--- config.mk ---
export PLATFORM = sky130hd
export DESIGN_NAME = pnz_fade
export DESIGN_NICKNAME = d
export VERILOG_FILES = /design/src/design/pnz_pkg.sv /design/src/design/pnz_fade.sv
export SDC_FILE = /design/constraint.sdc
export NUM_CORES = 2
export LEC_CHECK = 0
export ABC_AREA = 1
export BUFFER_PORTS_ARGS = -buffer_cell sky130_fd_sc_hd__buf_2
export CORE_UTILIZATION = 39
export CTS_CLUSTER_DIAMETER = 150
export DETAILED_ROUTE_END_ITERATION = 10
export PLACE_DENSITY = 0.53
export SLEW_MARGIN = 20
export SYNTH_ARGS = -nofsm -noshare
export SYNTH_HDL_FRONTEND = slang
export SYNTH_SLANG_ARGS = --single-unit
--- constraint.sdc ---
create_clock -name clk_i -period 10.2 [get_ports clk_i]
set_clock_uncertainty 0.2 [all_clocks]
set_input_delay 1.53 -clock clk_i [delete_from_list [all_inputs] [get_ports clk_i]]
set_output_delay 1.53 -clock clk_i [all_outputs]
set_load 0.01 [all_outputs]
--- src/design/pnz_pkg.sv ---
`default_nettype none
// ----------------------------------------------------------------------------
// pnz_pkg: shared types, constants and permutation ROM for 3D gradient noise
// Holds field widths, the 256-entry hash permutation and gradient codes.
// ----------------------------------------------------------------------------
package pnz_pkg;

  localparam int unsigned PNZ_FRAC_BITS = 16;
  localparam int unsigned COORD_W       = 24;
  localparam int unsigned NOISE_W       = 18;
  localparam int unsigned CELL_W        = 8;
  localparam int unsigned HASH_W        = 4;
  localparam int unsigned NUM_CORNERS   = 8;
  localparam int unsigned PIPE_LATENCY  = 11;

  localparam int NOISE_MAX = (1 <<< (NOISE_W - 1)) - 1;
  localparam int NOISE_MIN = -(1 <<< (NOISE_W - 1));

  typedef logic [CELL_W-1:0] cell_t;
  typedef logic [HASH_W-1:0] grad_t;

  // Gradient codes that pair the z row with x instead of z
  localparam grad_t GRAD_ZX_A = 4'd12;
  localparam grad_t GRAD_ZX_B = 4'd14;

  localparam cell_t CELL_ONE = 8'd1;

  localparam logic [7:0] PERM_ROM [256] = '{
    8'd151, 8'd160, 8'd137, 8'd91,  8'd90,  8'd15,  8'd131, 8'd13,
    8'd201, 8'd95,  8'd96,  8'd53,  8'd194, 8'd233, 8'd7,   8'd225,
    8'd140, 8'd36,  8'd103, 8'd30,  8'd69,  8'd142, 8'd8,   8'd99,
    8'd37,  8'd240, 8'd21,  8'd10,  8'd23,  8'd190, 8'd6,   8'd148,
    8'd247, 8'd120, 8'd234, 8'd75,  8'd0,   8'd26,  8'd197, 8'd62,
    8'd94,  8'd252, 8'd219, 8'd203, 8'd117, 8'd35,  8'd11,  8'd32,
    8'd57,  8'd177, 8'd33,  8'd88,  8'd237, 8'd149, 8'd56,  8'd87,
    8'd174, 8'd20,  8'd125, 8'd136, 8'd171, 8'd168, 8'd68,  8'd175,
    8'd74,  8'd165, 8'd71,  8'd134, 8'd139, 8'd48,  8'd27,  8'd166,
    8'd77,  8'd146, 8'd158, 8'd231, 8'd83,  8'd111, 8'd229, 8'd122,
    8'd60,  8'd211, 8'd133, 8'd230, 8'd220, 8'd105, 8'd92,  8'd41,
    8'd55,  8'd46,  8'd245, 8'd40,  8'd244, 8'd102, 8'd143, 8'd54,
    8'd65,  8'd25,  8'd63,  8'd161, 8'd1,   8'd216, 8'd80,  8'd73,
    8'd209, 8'd76,  8'd132, 8'd187, 8'd208, 8'd89,  8'd18,  8'd169,
    8'd200, 8'd196, 8'd135, 8'd130, 8'd116, 8'd188, 8'd159, 8'd86,
    8'd164, 8'd100, 8'd109, 8'd198, 8'd173, 8'd186, 8'd3,   8'd64,
    8'd52,  8'd217, 8'd226, 8'd250, 8'd124, 8'd123, 8'd5,   8'd202,
    8'd38,  8'd147, 8'd118, 8'd126, 8'd255, 8'd82,  8'd85,  8'd212,
    8'd207, 8'd206, 8'd59,  8'd227, 8'd47,  8'd16,  8'd58,  8'd17,
    8'd182, 8'd189, 8'd28,  8'd42,  8'd223, 8'd183, 8'd170, 8'd213,
    8'd119, 8'd248, 8'd152, 8'd2,   8'd44,  8'd154, 8'd163, 8'd70,
    8'd221, 8'd153, 8'd101, 8'd155, 8'd167, 8'd43,  8'd172, 8'd9,
    8'd129, 8'd22,  8'd39,  8'd253, 8'd19,  8'd98,  8'd108, 8'd110,
    8'd79,  8'd113, 8'd224, 8'd232, 8'd178, 8'd185, 8'd112, 8'd104,
    8'd218, 8'd246, 8'd97,  8'd228, 8'd251, 8'd34,  8'd242, 8'd193,
    8'd238, 8'd210, 8'd144, 8'd12,  8'd191, 8'd179, 8'd162, 8'd241,
    8'd81,  8'd51,  8'd145, 8'd235, 8'd249, 8'd14,  8'd239, 8'd107,
    8'd49,  8'd192, 8'd214, 8'd31,  8'd181, 8'd199, 8'd106, 8'd157,
    8'd184, 8'd84,  8'd204, 8'd176, 8'd115, 8'd121, 8'd50,  8'd45,
    8'd127, 8'd4,   8'd150, 8'd254, 8'd138, 8'd236, 8'd205, 8'd93,
    8'd222, 8'd114, 8'd67,  8'd29,  8'd24,  8'd72,  8'd243, 8'd141,
    8'd128, 8'd195, 8'd78,  8'd66,  8'd215, 8'd61,  8'd156, 8'd180
  };

  function automatic cell_t perm(input cell_t idx);
    return PERM_ROM[idx];
  endfunction

endpackage
`default_nettype wire

--- src/design/pnz_fade.sv ---
`default_nettype none
// ----------------------------------------------------------------------------
// pnz_fade: four-stage fade curve 6t^5 - 15t^4 + 10t^3
// Multiplies in stages one to three, each rounded half up to the fraction width.
// ----------------------------------------------------------------------------
module pnz_fade #(
  parameter int unsigned FRAC_BITS = pnz_pkg::PNZ_FRAC_BITS
) (
  input  logic                   clk_i,
  input  logic [FRAC_BITS-1:0]   frac_i,
  output logic [FRAC_BITS+1:0]   fade_o
);
  import pnz_pkg::*;

  localparam int unsigned FB = FRAC_BITS;
  localparam logic [FB+3:0]   K15  = (FB+4)'(15) << FB;
  localparam logic [FB+3:0]   K10  = (FB+4)'(10) << FB;
  localparam logic [2*FB+4:0] HALF = (2*FB+5)'(1) << (FB-1);

  logic [FB+3:0]   coef;
  logic [2*FB-1:0] sq_prod_d, sq_prod_q;
  logic [2*FB+3:0] neg_prod_d, neg_prod_q;
  logic [FB-1:0]   frac1_q;
  logic [2*FB:0]   sq_sum;
  logic [FB-1:0]   sq;
  logic [2*FB-1:0] cube_prod_d, cube_prod_q;
  logic [2*FB+4:0] neg_sum;
  logic [FB+3:0]   poly_d, poly_q;
  logic [2*FB:0]   cube_sum;
  logic [FB-1:0]   cube;
  logic [2*FB+3:0] mix_prod_d, mix_prod_q;
  logic [2*FB+4:0] mix_sum;
  logic [FB+1:0]   fade_d, fade_q;

  always_comb begin
    coef        = K15 - ((FB+4)'(frac_i) << 2) - ((FB+4)'(frac_i) << 1);
    sq_prod_d   = (2*FB)'(frac_i) * (2*FB)'(frac_i);
    neg_prod_d  = (2*FB+4)'(coef) * (2*FB+4)'(frac_i);

    sq_sum      = (2*FB+1)'(sq_prod_q) + (2*FB+1)'(HALF);
    sq          = sq_sum[2*FB-1:FB];
    cube_prod_d = (2*FB)'(sq) * (2*FB)'(frac1_q);
    neg_sum     = (2*FB+5)'(neg_prod_q) + HALF;
    poly_d      = K10 - neg_sum[2*FB+3:FB];

    cube_sum    = (2*FB+1)'(cube_prod_q) + (2*FB+1)'(HALF);
    cube        = cube_sum[2*FB-1:FB];
    mix_prod_d  = (2*FB+4)'(cube) * (2*FB+4)'(poly_q);

    mix_sum     = (2*FB+5)'(mix_prod_q) + HALF;
    fade_d      = mix_sum[2*FB+1:FB];
  end

  always_ff @(posedge clk_i) begin
    sq_prod_q   <= sq_prod_d;
    neg_prod_q  <= neg_prod_d;
    frac1_q     <= frac_i;
    cube_prod_q <= cube_prod_d;
    poly_q      <= poly_d;
    mix_prod_q  <= mix_prod_d;
    fade_q      <= fade_d;
  end

  assign fade_o = fade_q;

endmodule
`default_nettype wire

After elaboration in Yosys (flattened, before gate mapping)
Index checks and enable logic that the tools add are counted.
W data, S select, Z words.
{"block": "word_totals", "out_inout_bits": 18, "ff_bits": 188, "inputBits": 17}
{"block": "op_classes", "n_mul": 4, "add_sub_neg": 7}
{"op": "$add A32 B16 Y32 const B", "n": 2}
{"op": "$mul A16 B16 Y32", "n": 2}
{"op": "$add A36 B16 Y36 const B", "n": 1}
{"op": "$mul A20 B16 Y36", "n": 1}
{"op": "$add A34 B16 Y34 const B", "n": 1}
{"op": "$mul A16 B20 Y34", "n": 1}
{"op": "$sub A17 B19 Y20 const A", "n": 1}
{"op": "$sub A20 B17 Y20", "n": 1}
{"op": "$sub A20 B20 Y20 const A", "n": 1}

Depth between registers and ports, before layout
{"block": "depth", "word_depth": 3, "ltp_mapped": 38, "ltp_nobuf": 36}

Worst setup path after synthesis
OpenSTA, ideal clock, no wires.
{"block": "synth_timing", "kind": "input-to-reg", "startpoint": "in frac_i[6]", "endpoint": "reg neg_prod_q[24]", "required_ps": 9878, "path_buffers": 3, "slack_ps": 1721, "arrival_ps": 8157, "setup_time_ps": 122, "stages": 34, "cell_sequence": "clkbuf_1 > inv_1 > clkbuf_1 > ha_1 > ha_1 > a21o_1 > a21boi_0 > o21ai_2 > nand2_1 > nand2_1 > nand2_1 > nand2_2 > inv_1 > buf_4 > nand2_1 > fa_1 > fa_1 > fa_1 > inv_1 > fa_1 > fa_1 > inv_1 > fa_1 > inv_1 > ha_1 > a21o_1 > o21bai_1 > a21oi_1 > nand2_1 > nand2_1 > nand2_1 > nand2_1 > nand2_1 > xor2_1"}
{"block": "synth_between", "elab_chain_len": 3}
{"element": "from (decl)", "line_no": "pnz_fade.sv:10", "rtl": "input logic [FRAC_BITS-1:0] frac_i,"}
{"element": "$sub A17 B19 Y20", "line_no": "pnz_fade.sv:36", "rtl": "coef = K15 - ((FB+4)'(frac_i) << 2) - ((FB+4)'(frac_i) << 1);"}
{"element": "$sub A20 B17 Y20", "line_no": "pnz_fade.sv:36"}
{"element": "$mul A20 B16 Y36 *", "line_no": "pnz_fade.sv:38", "rtl": "neg_prod_d = (2*FB+4)'(coef) * (2*FB+4)'(frac_i);"}
{"element": "net neg_prod_d[24]", "line_no": "pnz_fade.sv:22", "rtl": "logic [2*FB+3:0] neg_prod_d, neg_prod_q;"}
{"element": "to (signal assigned)", "line_no": "pnz_fade.sv:56", "rtl": "neg_prod_q <= neg_prod_d;"}
{"element": "to (decl)", "line_no": "pnz_fade.sv:22"}
Mark *: on every way through the listed nets, which the timed path passes. The rest lies on a longest branch.

Final worst setup path
{"block": "layout_timing", "startpoint": "in frac_i[4]", "endpoint": "reg neg_prod_q[28]"}
Same word-level chain as after synthesis.

==> reports/results.ini <==
[status]
status=finished, violations left
violations=design-rule violations

[worst_hold_path]
min_path_type=flop to flop

[yosys]
yosysTopAreaCell=fa_1
synth_common_cells=1,365 x inv_1, 1,113 x nand2_1, 839 x fa_1
seq_area_frac_synth_pct=6.16
synth_area_um2=41600
ys.flop_type=dfxtp_1
synth_top_area_share_pct=40.4
synth.area.top_cells=fa_1 40%, ha_1 14%, inv_1 12%
yosysMostFrequentCell=inv_1
ys_ff_latch=128
yosysUniqueCellTypes=46
synthArstFlopShare_pct=0
syn_nets=6633
yosysWarnings=0
synthCells=5320
avgSynthCellArea_um2=7.82
synth_edf_count=0

[timing]
drv_slew=0
finalSetupViolCount=0
relSlewSlack_pct=34.2
fmax_ghz=0.113
setup_ws_ns=1.37
tightest_slew_ns=0.986
hold_viol_final=0
fin_tns_setup_ns=0
period_minus_slack_ns=8.83
period_share_pct=86.6
rsz0062_at_grt=false
whs_ns=0.254

[setup_path]
cp_slowest_stage_delay_ns=0.55
worstSetupPathType=input pin to flop
cp.required_ns=10.36
start_kind=input pin
critPathCaptureType=flop
cp.arrival_ns=8.99
path_common_cell=inv_1
critPathSlowestCell=fa_1
crit_fanout=19

[job]
max-cap-violations=0

[floorplanning]
die_h_um=329
start_util_pct=39.4
die_w_um=329
rows=119
core-area_um2=106000
io_pins=35
die_area_um2=108000

[route]
vias=33200
drt-met1-wl_mm=52.2
wl_met3_mm=5.00
wl_met2_mm=58.4
first_pass_iters=9
drt-initial-drc-count=1685
top_layer=met4
drt-vias-per-instance=4.97
wl_per_cell_um=17.9
drcViolationCount=2
drt-total-wl_mm=119
postRouteAntennaNets=0

[layout]
finalNonFillerCells=6679
n_fill_cell=11100
multi_input_area_um2=33300
syn_to_final_growth_pct=5.33
register_area_um2=2560
final_layout_size_suffix_gt1_share_pct=3.18
nNetsFinal=6587

[clock_network]
insertion_delay_ns=0.48
clkSlewWorstSetupHoldPaths_ns=0.07
cts_setup_buffers=0
clkSinkCount=128
cts_tree=done
cts_root_buf=clkbuf_16
postCtsHoldBufs=0
cts-buffers-inserted=17
clockBufferDepth=2
cts_resized=0
cts_max_level=4

[global_routing]
grt_pass1_wl_mm=194
grt_overflow_total=0
grt_max_degree=34
grt_use_total_pct=23.2
antenna_found_initial=1
grt_pass1_vias=35800

[place]
dp_hpwl_mm=99.4
io_buffers=34
preCtsSetupSlack_ns=0.869
gp_congestion=0.892
dp.cells=6646

## layout by cell type, fill, tap and decap left out, types with 52 or more instances in the layout
cell type  count
inv_1       1365
nand2_1     1113
fa_1         839
nor2_1       488
ha_1         457
a21oi_1      161
nand3_1      149
dfxtp_1      128
o21ai_0       92
xor2_1        84
nand4_1       52
## flip-flops by register name (all words and copies together) (netlist names)
signal / count
cube_prod_q: 17
fade_o: 18
frac1_q: 16
mix_prod_q: 19
neg_prod_q: 21
poly_q: 20
sq_prod_q: 17
## metrics by stage
stage	instance area, um2	utilization, %
after floorplan	41600	-
after global placement	43200	40.9
after detailed placement	43200	40.9
after CTS	43800	41.5
after global routing	43800	41.5
final	43800	41.5
## worst max-delay path, delay by kind of cell
kind / cells / cell delay (ns)
adders and majority gates: 9 / 4.00
AOI/OAI and AO/OA: 8 / 1.33
buffers and inverters: 10 / 1.46
and+or+nand+nor: 4 / 0.51
xor gates and xnor gates: 1 / 0.14
## logic make-up (layout without fill, tap and decap cells)
| group | count (synthesis) | after routing | share of synthesized area, % |
|---|---|---|---|
| xor+xnor | 113 | 113 | 2.38 |
| flops | 128 | 128 | 6.16 |
| other cells | 0 | 1 | 0 |
| simple gates | 1915 | 1915 | 18.7 |
| buf+inv | 1516 | 1483 | 13.8 |
| compound gates | 352 | 352 | 4.80 |
| fa+ha+maj | 1296 | 1296 | 54.1 |
## area by class of cell
class                           count  share of cell area [%]
Multi-Input combinational cell   3676                    76.0
Inverter                         1382                    11.8
Sequential cell                   128                    5.85
Tap cell                         1391                    3.97
Timing Repair Buffer               69                   0.988
Clock buffer                       17                   0.971
Clock inverter                     15                   0.383
Antenna cell                        1                 0.00571
## per-layer routing
layer | up-vias | global-route usage [%]
met5 | - | 0
li1 | 15600 | -
met1 | 16600 | 30.3
met3 | 173 | 1.97
met2 | 791 | 40.5
met4 | 0 | 7.43
## path summary, 6_finish.rpt
| kind | start | cells after the start | slack, ns | to |
|---|---|---|---|---|
| worst max-delay path | frac_i[4] | 32 | 1.37 | neg_prod_q[28]$_DFF_P_ |
| worst min-delay path | mix_prod_q[33]$_DFF_P_ | 1 | 0.25 | fade_o[17]$_DFF_P_ |
| worst max register to register | sq_prod_q[16]$_DFF_P_ | 34 | 2.55 | cube_prod_q[30]$_DFF_P_ |
| worst min register to register | mix_prod_q[33]$_DFF_P_ | 1 | 0.25 | fade_o[17]$_DFF_P_ |
Power is not shown: default switching activity piles up to over one toggle a cycle in this logic, so the estimate is an artifact.
